$ cat src/rtl/rpn_stack_calculator_assert.svh
// ----------------------------------------------------------------------------
// RPN calculator assertion macros
// Shared concurrent assertion forms used by the calculator modules.
// ----------------------------------------------------------------------------
`ifndef RPN_STACK_CALCULATOR_ASSERT_SVH
`define RPN_STACK_CALCULATOR_ASSERT_SVH

// Same-cycle implication, disabled while reset is asserted.
`define RPN_ASSERT_NOW(label, clk, rst_n, ante, cons) \
    label: assert property (@(posedge clk) disable iff (!rst_n) (ante) |-> (cons)) \
        else $error("rpn assertion failed");

// Next-cycle implication, disabled while reset is asserted.
`define RPN_ASSERT_NXT(label, clk, rst_n, ante, cons) \
    label: assert property (@(posedge clk) disable iff (!rst_n) (ante) |=> (cons)) \
        else $error("rpn assertion failed");

`endif

$ cat src/rtl/rpn_pkg.sv
// ----------------------------------------------------------------------------
// RPN calculator package
// Field widths, token and status codes, and controller/datapath link types.
// ----------------------------------------------------------------------------
package rpn_pkg;

    // Payload field widths.
    localparam int OP_W   = 3;
    localparam int DATA_W = 32;
    localparam int STAT_W = 3;
    localparam int LVL_W  = 3;

    // Token codes.
    localparam logic [OP_W-1:0] OP_PUSH = 3'd0;
    localparam logic [OP_W-1:0] OP_ADD  = 3'd1;
    localparam logic [OP_W-1:0] OP_SUB  = 3'd2;
    localparam logic [OP_W-1:0] OP_MUL  = 3'd3;
    localparam logic [OP_W-1:0] OP_DIV  = 3'd4;
    localparam logic [OP_W-1:0] OP_POP  = 3'd5;

    // Result status codes.
    localparam logic [STAT_W-1:0] ST_OK    = 3'd0;
    localparam logic [STAT_W-1:0] ST_FULL  = 3'd1;
    localparam logic [STAT_W-1:0] ST_UNDER = 3'd2;
    localparam logic [STAT_W-1:0] ST_DIVZ  = 3'd3;
    localparam logic [STAT_W-1:0] ST_SAT   = 3'd4;

    // Saturation limits.
    localparam logic [DATA_W-1:0] VAL_MAX = 32'h7FFF_FFFF;
    localparam logic [DATA_W-1:0] VAL_MIN = 32'h8000_0000;

    // Quotient bits produced by the iterative divider.
    localparam int DIV_STEPS = 32;

    // Commands from the controller to the datapath.
    typedef struct packed {
        logic capture;    // latch the token and read the two top entries
        logic mul_load;   // register the operand product
        logic div_start;  // launch the iterative divider
        logic commit;     // update the stack and load the result register
    } rpn_cmd_t;

    // Status from the datapath to the controller.
    typedef struct packed {
        logic div_go;     // token is a divide that needs the divider
        logic div_done;   // divider result is ready
    } rpn_sts_t;

endpackage

$ cat src/rtl/rpn_if.sv
// ----------------------------------------------------------------------------
// RPN calculator channel interfaces
// Valid/ready channels for input tokens and for results.
// ----------------------------------------------------------------------------
interface rpn_tok_if
    import rpn_pkg::*;
();
    logic                     valid;
    logic                     ready;
    logic [OP_W-1:0]          op;
    logic signed [DATA_W-1:0] operand;

    modport source (output valid, output op, output operand, input ready);
    modport sink (input valid, input op, input operand, output ready);
endinterface

interface rpn_res_if
    import rpn_pkg::*;
();
    logic                     valid;
    logic                     ready;
    logic signed [DATA_W-1:0] value;
    logic [STAT_W-1:0]        status;
    logic [LVL_W-1:0]         level;

    modport source (output valid, output value, output status, output level, input ready);
    modport sink (input valid, input value, input status, input level, output ready);
endinterface

$ cat src/rtl/rpn_stack_calculator.sv
// Flow: a transferred token is captured, executed and then committed to the
// result register; a divide also waits for the one-bit-per-cycle divider
// (32 steps). A new token is taken only after the last one has been committed,
// and a commit waits until the previous result has been taken. Overflowing
// divides are detected up front and skip the divider steps.
// Reset: stack empty (level 0), no result pending; stack entries stay undefined.
// ----------------------------------------------------------------------------
// RPN stack calculator top level
// Four-level Q16.16 reverse Polish calculator with valid/ready channels.
// ----------------------------------------------------------------------------
module rpn_stack_calculator
    import rpn_pkg::*;
#(
    parameter int STACK_DEPTH = 4
)
(
    input logic       clk,
    input logic       rst_n,
    rpn_tok_if.sink   tok,
    rpn_res_if.source res
);

    rpn_cmd_t cmd;
    rpn_sts_t sts;

    // Token sequencing and handshake control.
    rpn_ctrl u_ctrl (
        .clk       (clk),
        .rst_n     (rst_n),
        .tok_valid (tok.valid),
        .tok_ready (tok.ready),
        .res_valid (res.valid),
        .res_ready (res.ready),
        .cmd       (cmd),
        .sts       (sts)
    );

    // Stack, arithmetic and result register.
    rpn_dp #(
        .STACK_DEPTH (STACK_DEPTH)
    ) u_dp (
        .clk     (clk),
        .rst_n   (rst_n),
        .op      (tok.op),
        .operand (tok.operand),
        .cmd     (cmd),
        .sts     (sts),
        .value   (res.value),
        .status  (res.status),
        .level   (res.level)
    );

endmodule

$ cat src/rtl/rpn_div.sv
// ----------------------------------------------------------------------------
// RPN calculator divider
// Restoring Q16.16 divider, one quotient bit per cycle, saturating result.
// ----------------------------------------------------------------------------
module rpn_div
    import rpn_pkg::*;
(
    input  logic                     clk,
    input  logic                     rst_n,
    input  logic                     start,
    input  logic signed [DATA_W-1:0] dividend,
    input  logic signed [DATA_W-1:0] divisor,
    output logic                     done,
    output logic signed [DATA_W-1:0] quot,
    output logic                     sat
);

    localparam int CW = $clog2(DIV_STEPS);
    localparam int HW = DATA_W / 2;

    logic              busy_reg, busy_next;
    logic              done_reg, done_next;
    logic [CW-1:0]     cnt_reg;
    logic [DATA_W-1:0] rem_reg;
    logic [DATA_W-1:0] dvd_reg;
    logic [DATA_W-1:0] dsr_reg;
    logic [DATA_W-1:0] q_reg;
    logic              neg_reg;
    logic              ovf_reg;

    logic [DATA_W-1:0]   mag_a;
    logic [DATA_W-1:0]   mag_b;
    logic                ovf_early;
    logic [DATA_W:0]     trial;

    // Operand magnitudes; the most negative value maps to 2^31.
    assign mag_a = dividend[DATA_W-1] ? (~dividend + 1'b1) : dividend;
    assign mag_b = divisor[DATA_W-1] ? (~divisor + 1'b1) : divisor;

    // The quotient needs more than 32 bits when |a| >= |b| * 2^16.
    assign ovf_early = {{HW{1'b0}}, mag_a} >= {mag_b, {HW{1'b0}}};

    // One restoring step: shift in the next dividend bit and try to subtract.
    assign trial = {rem_reg, dvd_reg[DATA_W-1]} - {1'b0, dsr_reg};

    // Busy and done control.
    always_comb
    begin
        busy_next = busy_reg;
        done_next = 1'b0;
        if (start)
        begin
            busy_next = !ovf_early;
            done_next = ovf_early;
        end
        else if (busy_reg && cnt_reg == CW'(DIV_STEPS - 1))
        begin
            busy_next = 1'b0;
            done_next = 1'b1;
        end
    end

    always_ff @(posedge clk or negedge rst_n)
    begin
        if (!rst_n)
        begin
            busy_reg <= 1'b0;
            done_reg <= 1'b0;
        end
        else
        begin
            busy_reg <= busy_next;
            done_reg <= done_next;
        end
    end

    // Remainder, quotient and step counter.
    always_ff @(posedge clk)
    begin
        if (start)
        begin
            rem_reg <= {{HW{1'b0}}, mag_a[DATA_W-1:HW]};
            dvd_reg <= {mag_a[HW-1:0], {HW{1'b0}}};
            dsr_reg <= mag_b;
            q_reg   <= '0;
            cnt_reg <= '0;
            neg_reg <= dividend[DATA_W-1] ^ divisor[DATA_W-1];
            ovf_reg <= ovf_early;
        end
        else if (busy_reg)
        begin
            if (!trial[DATA_W])
            begin
                rem_reg <= trial[DATA_W-1:0];
                q_reg   <= {q_reg[DATA_W-2:0], 1'b1};
            end
            else
            begin
                rem_reg <= {rem_reg[DATA_W-2:0], dvd_reg[DATA_W-1]};
                q_reg   <= {q_reg[DATA_W-2:0], 1'b0};
            end
            dvd_reg <= {dvd_reg[DATA_W-2:0], 1'b0};
            cnt_reg <= cnt_reg + 1'b1;
        end
    end

    // Apply the sign and clamp to the signed 32-bit range.
    always_comb
    begin
        sat  = 1'b0;
        quot = q_reg;
        if (neg_reg)
        begin
            if (ovf_reg || q_reg > VAL_MIN)
            begin
                sat  = 1'b1;
                quot = VAL_MIN;
            end
            else
            begin
                quot = ~q_reg + 1'b1;
            end
        end
        else if (ovf_reg || q_reg > VAL_MAX)
        begin
            sat  = 1'b1;
            quot = VAL_MAX;
        end
    end

    assign done = done_reg;

endmodule

$ cat src/rtl/rpn_dp.sv
// ----------------------------------------------------------------------------
// RPN calculator datapath
// Stack memory, level register, arithmetic and result register.
// ----------------------------------------------------------------------------
`include "rpn_stack_calculator_assert.svh"

module rpn_dp
    import rpn_pkg::*;
#(
    parameter int STACK_DEPTH = 4
)
(
    input  logic                     clk,
    input  logic                     rst_n,
    input  logic [OP_W-1:0]          op,
    input  logic signed [DATA_W-1:0] operand,
    input  rpn_cmd_t                 cmd,
    output rpn_sts_t                 sts,
    output logic signed [DATA_W-1:0] value,
    output logic [STAT_W-1:0]        status,
    output logic [LVL_W-1:0]         level
);

    localparam int LW = $clog2(STACK_DEPTH + 1);
    localparam int AW = $clog2(STACK_DEPTH);

    // Stack storage, contents undefined until pushed.
    logic [DATA_W-1:0] stack_mem [STACK_DEPTH];

    logic [LW-1:0]            level_reg, level_next;
    logic [OP_W-1:0]          op_reg;
    logic [DATA_W-1:0]        operand_reg;
    logic signed [DATA_W-1:0] top_reg;
    logic signed [DATA_W-1:0] sec_reg;
    logic signed [2*DATA_W-1:0] prod_reg;
    logic [DATA_W-1:0]        value_reg, value_next;
    logic [STAT_W-1:0]        status_reg, status_next;

    logic [AW-1:0]     top_idx;
    logic [AW-1:0]     sec_idx;
    logic              wr_en;
    logic [AW-1:0]     wr_idx;
    logic [DATA_W-1:0] wr_data;
    logic              is_full;
    logic              is_short;
    logic              is_empty;
    logic [DATA_W-1:0] top_val;
    logic [DATA_W:0]   sum_w;
    logic [DATA_W:0]   dif_w;
    logic [DATA_W-1:0] alu_val;
    logic              alu_sat;
    logic              div_done;
    logic [DATA_W-1:0] div_quot;
    logic              div_sat;
    logic [LW+LVL_W-1:0] level_wide;

    assign top_idx  = AW'(level_reg - LW'(1));
    assign sec_idx  = AW'(level_reg - LW'(2));
    assign is_full  = level_reg >= LW'(STACK_DEPTH);
    assign is_short = level_reg < LW'(2);
    assign is_empty = level_reg == '0;
    assign top_val  = is_empty ? '0 : top_reg;

    // Memory write at commit, registered reads of the two top entries.
    always_ff @(posedge clk)
    begin
        if (wr_en)
        begin
            stack_mem[wr_idx] <= wr_data;
        end
        if (cmd.capture)
        begin
            top_reg <= stack_mem[top_idx];
            sec_reg <= stack_mem[sec_idx];
        end
    end

    // Token capture and product register.
    always_ff @(posedge clk)
    begin
        if (cmd.capture)
        begin
            op_reg      <= op;
            operand_reg <= operand;
        end
        if (cmd.mul_load)
        begin
            prod_reg <= sec_reg * top_reg;
        end
    end

    // Iterative divider for the Q16.16 quotient.
    rpn_div u_div (
        .clk      (clk),
        .rst_n    (rst_n),
        .start    (cmd.div_start),
        .dividend (sec_reg),
        .divisor  (top_reg),
        .done     (div_done),
        .quot     (div_quot),
        .sat      (div_sat)
    );

    assign sts.div_go   = (op_reg == OP_DIV) && !is_short && (top_reg != '0);
    assign sts.div_done = div_done;

    // Saturating add and subtract of the second entry and the top entry.
    assign sum_w = {sec_reg[DATA_W-1], sec_reg} + {top_reg[DATA_W-1], top_reg};
    assign dif_w = {sec_reg[DATA_W-1], sec_reg} - {top_reg[DATA_W-1], top_reg};

    // Operator result and saturation flag.
    always_comb
    begin
        alu_val = '0;
        alu_sat = 1'b0;
        unique case (op_reg)
            OP_ADD:
            begin
                alu_sat = sum_w[DATA_W] != sum_w[DATA_W-1];
                alu_val = alu_sat ? (sum_w[DATA_W] ? VAL_MIN : VAL_MAX) : sum_w[DATA_W-1:0];
            end
            OP_SUB:
            begin
                alu_sat = dif_w[DATA_W] != dif_w[DATA_W-1];
                alu_val = alu_sat ? (dif_w[DATA_W] ? VAL_MIN : VAL_MAX) : dif_w[DATA_W-1:0];
            end
            OP_MUL:
            begin
                // Arithmetic shift by 16 floors; the rest must be sign copies.
                alu_sat = !((&prod_reg[2*DATA_W-1:DATA_W+DATA_W/2-1]) ||
                            (~|prod_reg[2*DATA_W-1:DATA_W+DATA_W/2-1]));
                alu_val = alu_sat ? (prod_reg[2*DATA_W-1] ? VAL_MIN : VAL_MAX)
                                  : prod_reg[DATA_W+DATA_W/2-1:DATA_W/2];
            end
            OP_DIV:
            begin
                alu_sat = div_sat;
                alu_val = div_quot;
            end
            default:
            begin
                alu_val = '0;
                alu_sat = 1'b0;
            end
        endcase
    end

    // Stack update and result selection at commit.
    always_comb
    begin
        level_next  = level_reg;
        value_next  = value_reg;
        status_next = status_reg;
        wr_en       = 1'b0;
        wr_idx      = sec_idx;
        wr_data     = alu_val;
        if (cmd.commit)
        begin
            status_next = ST_OK;
            value_next  = top_val;
            unique case (op_reg)
                OP_PUSH:
                begin
                    if (is_full)
                    begin
                        status_next = ST_FULL;
                    end
                    else
                    begin
                        wr_en      = 1'b1;
                        wr_idx     = AW'(level_reg);
                        wr_data    = operand_reg;
                        level_next = level_reg + LW'(1);
                        value_next = operand_reg;
                    end
                end
                OP_ADD, OP_SUB, OP_MUL, OP_DIV:
                begin
                    if (is_short)
                    begin
                        status_next = ST_UNDER;
                    end
                    else
                    begin
                        wr_en      = 1'b1;
                        level_next = level_reg - LW'(1);
                        if (op_reg == OP_DIV && top_reg == '0)
                        begin
                            wr_data     = sec_reg[DATA_W-1] ? VAL_MIN : VAL_MAX;
                            status_next = ST_DIVZ;
                        end
                        else if (alu_sat)
                        begin
                            status_next = ST_SAT;
                        end
                        value_next = wr_data;
                    end
                end
                OP_POP:
                begin
                    if (is_empty)
                    begin
                        status_next = ST_UNDER;
                        value_next  = '0;
                    end
                    else
                    begin
                        value_next = top_reg;
                        level_next = level_reg - LW'(1);
                    end
                end
                default:
                begin
                    status_next = ST_OK;
                end
            endcase
        end
    end

    always_ff @(posedge clk or negedge rst_n)
    begin
        if (!rst_n)
        begin
            level_reg <= '0;
        end
        else
        begin
            level_reg <= level_next;
        end
    end

    always_ff @(posedge clk)
    begin
        value_reg  <= value_next;
        status_reg <= status_next;
    end

    // The level only changes at commit, so it stays stable with the result.
    assign level_wide = {{LVL_W{1'b0}}, level_reg};
    assign level      = level_wide[LVL_W-1:0];
    assign value      = value_reg;
    assign status     = status_reg;

    // The stack never holds more entries than its depth.
    `RPN_ASSERT_NOW(a_level_bound, clk, rst_n, 1'b1, level_reg <= LW'(STACK_DEPTH))

    // An accepted push on a non-full stack adds exactly one entry.
    `RPN_ASSERT_NXT(a_push_grows, clk, rst_n, cmd.commit && op_reg == OP_PUSH && !is_full, level_reg == $past(level_reg) + LW'(1))

endmodule

$ cat src/rtl/rpn_ctrl.sv
// ----------------------------------------------------------------------------
// RPN calculator controller
// Sequences capture, execute, divide wait and commit for each token.
// ----------------------------------------------------------------------------
`include "rpn_stack_calculator_assert.svh"

module rpn_ctrl
    import rpn_pkg::*;
(
    input  logic     clk,
    input  logic     rst_n,
    input  logic     tok_valid,
    output logic     tok_ready,
    output logic     res_valid,
    input  logic     res_ready,
    output rpn_cmd_t cmd,
    input  rpn_sts_t sts
);

    localparam logic [1:0] S_IDLE = 2'd0;
    localparam logic [1:0] S_EXEC = 2'd1;
    localparam logic [1:0] S_DIVW = 2'd2;
    localparam logic [1:0] S_FIN  = 2'd3;

    logic [1:0] state_reg, state_next;
    logic       res_valid_reg, res_valid_next;
    logic       accept;
    logic       out_free;

    assign accept   = tok_valid && (state_reg == S_IDLE);
    assign out_free = !res_valid_reg || res_ready;

    // Commands to the datapath.
    always_comb
    begin
        cmd.capture   = accept;
        cmd.mul_load  = state_reg == S_EXEC;
        cmd.div_start = (state_reg == S_EXEC) && sts.div_go;
        cmd.commit    = (state_reg == S_FIN) && out_free;
    end

    // Next state.
    always_comb
    begin
        state_next = state_reg;
        unique case (state_reg)
            S_IDLE:
            begin
                if (accept)
                begin
                    state_next = S_EXEC;
                end
            end
            S_EXEC:
            begin
                state_next = sts.div_go ? S_DIVW : S_FIN;
            end
            S_DIVW:
            begin
                if (sts.div_done)
                begin
                    state_next = S_FIN;
                end
            end
            S_FIN:
            begin
                if (out_free)
                begin
                    state_next = S_IDLE;
                end
            end
            default:
            begin
                state_next = S_IDLE;
            end
        endcase
    end

    // Result valid: set at commit, cleared when the result transfer completes.
    always_comb
    begin
        priority if (cmd.commit)
        begin
            res_valid_next = 1'b1;
        end
        else if (res_ready)
        begin
            res_valid_next = 1'b0;
        end
        else
        begin
            res_valid_next = res_valid_reg;
        end
    end

    always_ff @(posedge clk or negedge rst_n)
    begin
        if (!rst_n)
        begin
            state_reg     <= S_IDLE;
            res_valid_reg <= 1'b0;
        end
        else
        begin
            state_reg     <= state_next;
            res_valid_reg <= res_valid_next;
        end
    end

    assign tok_ready = state_reg == S_IDLE;
    assign res_valid = res_valid_reg;

    // A commit never overwrites a result that has not been taken.
    `RPN_ASSERT_NOW(a_commit_free, clk, rst_n, cmd.commit, !res_valid_reg || res_ready)

    // An accepted token always moves on to the execute step.
    `RPN_ASSERT_NXT(a_accept_exec, clk, rst_n, tok_valid && tok_ready, state_reg == S_EXEC)

    // Launching the divider always leads to the divide wait.
    `RPN_ASSERT_NXT(a_div_wait, clk, rst_n, cmd.div_start, state_reg == S_DIVW)

endmodule
$ cat src/flat_wrapper.sv
// flat-port wrapper written by rule: the top's interface ports become plain ports
module rpn_stack_calculator_flat import rpn_pkg::*;
#(
    parameter int STACK_DEPTH = 4
)
  (clk, rst_n, tok_valid, tok_op, tok_operand, tok_ready, res_valid, res_value, res_status, res_level, res_ready);
  rpn_tok_if tok_i ();
  rpn_res_if res_i ();
  input logic clk;
  input logic rst_n;
  input wire logic [$bits(tok_i.valid)-1:0] tok_valid;
  input wire logic [$bits(tok_i.op)-1:0] tok_op;
  input wire logic [$bits(tok_i.operand)-1:0] tok_operand;
  output wire logic [$bits(tok_i.ready)-1:0] tok_ready;
  output wire logic [$bits(res_i.valid)-1:0] res_valid;
  output wire logic [$bits(res_i.value)-1:0] res_value;
  output wire logic [$bits(res_i.status)-1:0] res_status;
  output wire logic [$bits(res_i.level)-1:0] res_level;
  input wire logic [$bits(res_i.ready)-1:0] res_ready;
  assign tok_i.valid = tok_valid;
  assign tok_i.op = tok_op;
  assign tok_i.operand = tok_operand;
  assign tok_ready = tok_i.ready;
  assign res_valid = res_i.valid;
  assign res_value = res_i.value;
  assign res_status = res_i.status;
  assign res_level = res_i.level;
  assign res_i.ready = res_ready;
  rpn_stack_calculator #(.STACK_DEPTH(STACK_DEPTH)) u_core (.clk(clk), .rst_n(rst_n), .tok(tok_i), .res(res_i));
endmodule
$ cat config.mk
export PLATFORM = sky130hd
export DESIGN_NAME = rpn_stack_calculator_flat
export DESIGN_NICKNAME = d
export VERILOG_FILES = /design/src/rtl/rpn_pkg.sv /design/src/rtl/rpn_if.sv /design/src/rtl/rpn_stack_calculator.sv /design/src/rtl/rpn_div.sv /design/src/rtl/rpn_dp.sv /design/src/rtl/rpn_ctrl.sv /design/src/flat_wrapper.sv
export VERILOG_INCLUDE_DIRS = /design/src /design/src/rtl
export SDC_FILE = /design/constraint.sdc
export NUM_CORES = 2
export LEC_CHECK = 0
export ABC_AREA = 1
export BUFFER_PORTS_ARGS = -buffer_cell sky130_fd_sc_hd__buf_2
export CORE_AREA = 3 3 414 416
export DETAILED_ROUTE_END_ITERATION = 8
export DIE_AREA = 0 0 417 419
export REMOVE_ABC_BUFFERS = 1
export SYNTH_ARGS = -nofsm -noshare
export SYNTH_HDL_FRONTEND = slang
export SYNTH_HIERARCHICAL = 1
export SYNTH_SLANG_ARGS = --single-unit
$ cat constraint.sdc
create_clock -name clk -period 8.6 [get_ports clk]
set_input_delay 1.29 -clock clk [delete_from_list [all_inputs] [get_ports clk]]
set_output_delay 1.29 -clock clk [all_outputs]
set_load 0.005 [all_outputs]
==> run_results.csv <==
group,metric,value,unit
route,routedWlPerCell,23.61,um
route,dr.pass1.iters,6,
worst_setup_path,worstSetupPathType,"flip-flop to flip-flop",
yosys,yosys_most_used_dff,"edfxtp_1",
worst_setup_path,r2r_start,"u_core/u_dp/sec_reg[13]",
worst_setup_path,critPathCaptureType,"flip-flop",
timing,holdWs,0.4766,ns
worst_setup_path,startpoint_type,"flip-flop",
floorplan,initial_utilization,40.10,%
yosys,avgSynthCellArea,7.945,sq um
clock_tree,clock_sinks,437,
floorplan,num_rows,150,
timing,clock_skew,0.07039,ns
clock_tree,numCtsBuffers,55,
timing,fin_crit_sh,98.09,%
route,finalWirelength,252.9,mm
worst_setup_path,worst-path-stages,24,
worst_setup_path,ff2ff_path_depth,24,
outcome,status,"completed",
global_route,grt_max_degree,80,
yosys,synthTopCellsByCount,"nand2_1 (1994), inv_1 (1992), fa_1 (1084), nor2_1 (523), edfxtp_1 (376)",
yosys,ys_seq_area_share,18.68,%
worst_setup_path,slowest_delay,0.73,ns
worst_setup_path,critical-path-top-delay-family,"adder cells",
global_route,overflow,0,
yosys,synth_area,67210,sq um
worst_setup_path,cp.required,9.01,ns
clock_tree,root_buffer,"clkbuf_16",
timing,relSlewSlack,14.31,%
yosys,yosys-top-cells-area,"fa_1 (32%), edfxtp_1 (17%), nand2_1 (11%), inv_1 (11%), ha_1 (5.7%)",
worst_setup_path,crit_chain,"buf_4 -> buf_4 -> nand2_1 -> fa_1 -> inv_1 -> fa_1 -> fa_1 -> fa_1 -> fa_1 -> fa_1 -> fa_1 -> inv_1 -> fa_1 -> inv_1 -> ha_1 -> nand2_1 -> nor2_1 -> nand2_1 -> nor4_1 -> nand2_1 -> nand3_1 -> a21o_1 -> a31oi_1 -> xor2_1",
clock_tree,htreeDepth,2,
worst_setup_path,cp-startpoint,"u_core/u_dp/sec_reg[13]",
worst_setup_path,crit_top_cell,"fa_1",
hold_path,hp-class,"flip-flop to flip-flop",
finish,drive_gt1_share,7.502,%
route,route.vias.total,57450,
yosys,synth_top_cell_by_area,"fa_1",
worst_setup_path,r2r_end,"u_core/u_dp/prod_reg[63]",
timing,fmax,118.5,MHz
timing,setup_violations,0,
job,max_cap_violations,0,
route,drc,0,
yosys,yosys_warnings,6,
route,drt_iter0_drc,5908,
global_route,grt_pass1_wl,376.8,mm
global_route,antenna_found_initial,15,
route,routed_via_density,5.363,
floorplan,io_pins,79,
place,gp_congestion,1.006,
yosys,yosys.cell_types.count,66,
place,portBuffers,78,
timing,rsz0062_at_grt,"false",
clock_tree,cts.clk_slew.worst_paths,0.06,ns
floorplan,die_w,417,um
worst_setup_path,reg2reg_slack,0.16,ns
timing,fin_crit,8.436,ns
yosys,netlist.area_leader.share,32.29,%
place,hpwl,203.5,mm
yosys,async_reset_ff_share,1.831,%
floorplan,fp.dieH,419,um
worst_setup_path,critical_path.endpoint,"u_core/u_dp/prod_reg[63]",
global_route,grtUsageTotal,28.97,%
floorplan,core_region_area,167600,sq um
worst_setup_path,worstPathMaxFanout,13,
timing,hold_viol_final,0,
timing,drv_slew,0,
global_route,grt_pass1_vias,57750,
floorplan,die-area,174700,sq um
yosys,ys_ff_latch,437,
timing,worst_pin_slew,1.285,ns
yosys,yosysMostFrequentCell,"nand2_1",
clock_tree,cts_tree,"built",
finish,final_nets,9889,
clock_tree,clk_path_buf_depth,3,
worst_setup_path,worstPathArrival,8.84,ns
clock_tree,clkLatencyLatePin,0.70,ns
worst_setup_path,slowest_stage,"edfxtp_1",
finish,syn_to_final_growth,8.843,%
worst_setup_path,cp_num_buf_inv,5,
finish,largest_reg_flops,128,
yosys,synthCells,8460,
route,ant_nets,0,
yosys,synth_edf_count,376,
## metal layers
metal  up-vias  share of wire [%]  track usage (%)
met4         6                5.1            12.20
met5         -              0.014                0
met2      2621                 45            45.91
met3       491                9.0            5.436
li1      25580                  -                -
met1     28750                 41            38.96
## placed cells by master, fill, tap and decap left out, drive strengths merged, types with 11 or more instances in the layout
| cell | instances |
|---|---|
| edfxtp | 376 |
| buf | 334 |
| a31oi | 28 |
| nor3 | 60 |
| a21oi | 277 |
| nand2 | 2036 |
| clkbuf | 64 |
| fa | 1084 |
| o211ai | 34 |
| nor2 | 549 |
| o21ai | 432 |
| inv | 2018 |
| nor4 | 27 |
| xor2 | 132 |
| clkinv | 27 |
| o22ai | 96 |
| dfxtp | 53 |
| nand4 | 89 |
| or2 | 11 |
| nand3b | 14 |
| xnor2 | 53 |
| nand3 | 287 |
| ha | 307 |
| o21a | 23 |
| o21bai | 15 |
## stage by stage
stage	util, %	instances	setup TNS, ns	area (sq um)	setup WS [ns]
after floorplan	-	8068	-13.18	65520	-0.1031
after global placement	42.42	10590	-0.1824	71090	-0.06890
after detailed placement	42.42	10590	-0.2505	71090	-0.1157
after CTS	43.53	10690	0	72960	0.05802
after global routing	43.64	10710	0	73150	0.02108
final	43.65	10710	0	73160	0.1642
## cell families (layout without fill, tap and decap cells)
logic type | after synthesis | in the layout | share of synthesized area [%]
buffers and inverters | 2411 | 2455 | 13.79
XOR/XNOR | 185 | 185 | 2.411
AND/OR/NAND/NOR | 3080 | 3080 | 18.94
multiplexers | 2 | 2 | 0.03165
other | 0 | 3 | 0
flip-flops | 437 | 437 | 18.68
AO/OA/AOI/OAI | 954 | 954 | 8.148
adder cells (fa/ha/maj) | 1391 | 1391 | 38.00
## cell type report
cell class              instances  area, sq um
diodes                          3        7.507
repair buffers                334         2904
well taps                    2204         2758
multi-input cells            5612        45500
flip-flops and latches        437        12560
inverters                    2019         7582
fillers                     16920        94440
clock inverters                38        399.1
clock buffers                  64         1451
## how the worst min path moves through the flow
| stage | start | endpoint | slack [ns] | depth (start not counted) |
|---|---|---|---|---|
| global route | u_core/u_dp/u_div/rem_reg[30] | u_core/u_dp/u_div/rem_reg[30] | 0.49 | 2 |
| global placement | u_core/u_dp/u_div/rem_reg[30] | u_core/u_dp/u_div/rem_reg[30] | 0.46 | 2 |
| floorplan | u_core/u_dp/u_div/rem_reg[21] | u_core/u_dp/u_div/rem_reg[21] | 0.45 | 2 |
| finish | u_core/u_dp/u_div/rem_reg[16] | u_core/u_dp/u_div/rem_reg[16] | 0.48 | 2 |
| detailed placement | u_core/u_dp/u_div/rem_reg[30] | u_core/u_dp/u_div/rem_reg[30] | 0.47 | 2 |
| CTS | u_core/u_dp/u_div/rem_reg[25] | u_core/u_dp/u_div/rem_reg[25] | 0.48 | 2 |
## tightest hold or removal path, stage by stage, from the launching register on
cell and delay (ns):
dfxtp_1 0.33, nand2_1 0.07, nand2_1 0.04
## what timing repair did
item	4_1_cts	5_1_grt
setup endpoints to repair	3	7
setup buffers	0	15
resized for setup	4	5
hold buffers	0	0
pin swaps	0	0
Power is left out: the tool's default activity adds up to more than one toggle a clock period on the data nets, which glitch-free logic cannot reach.
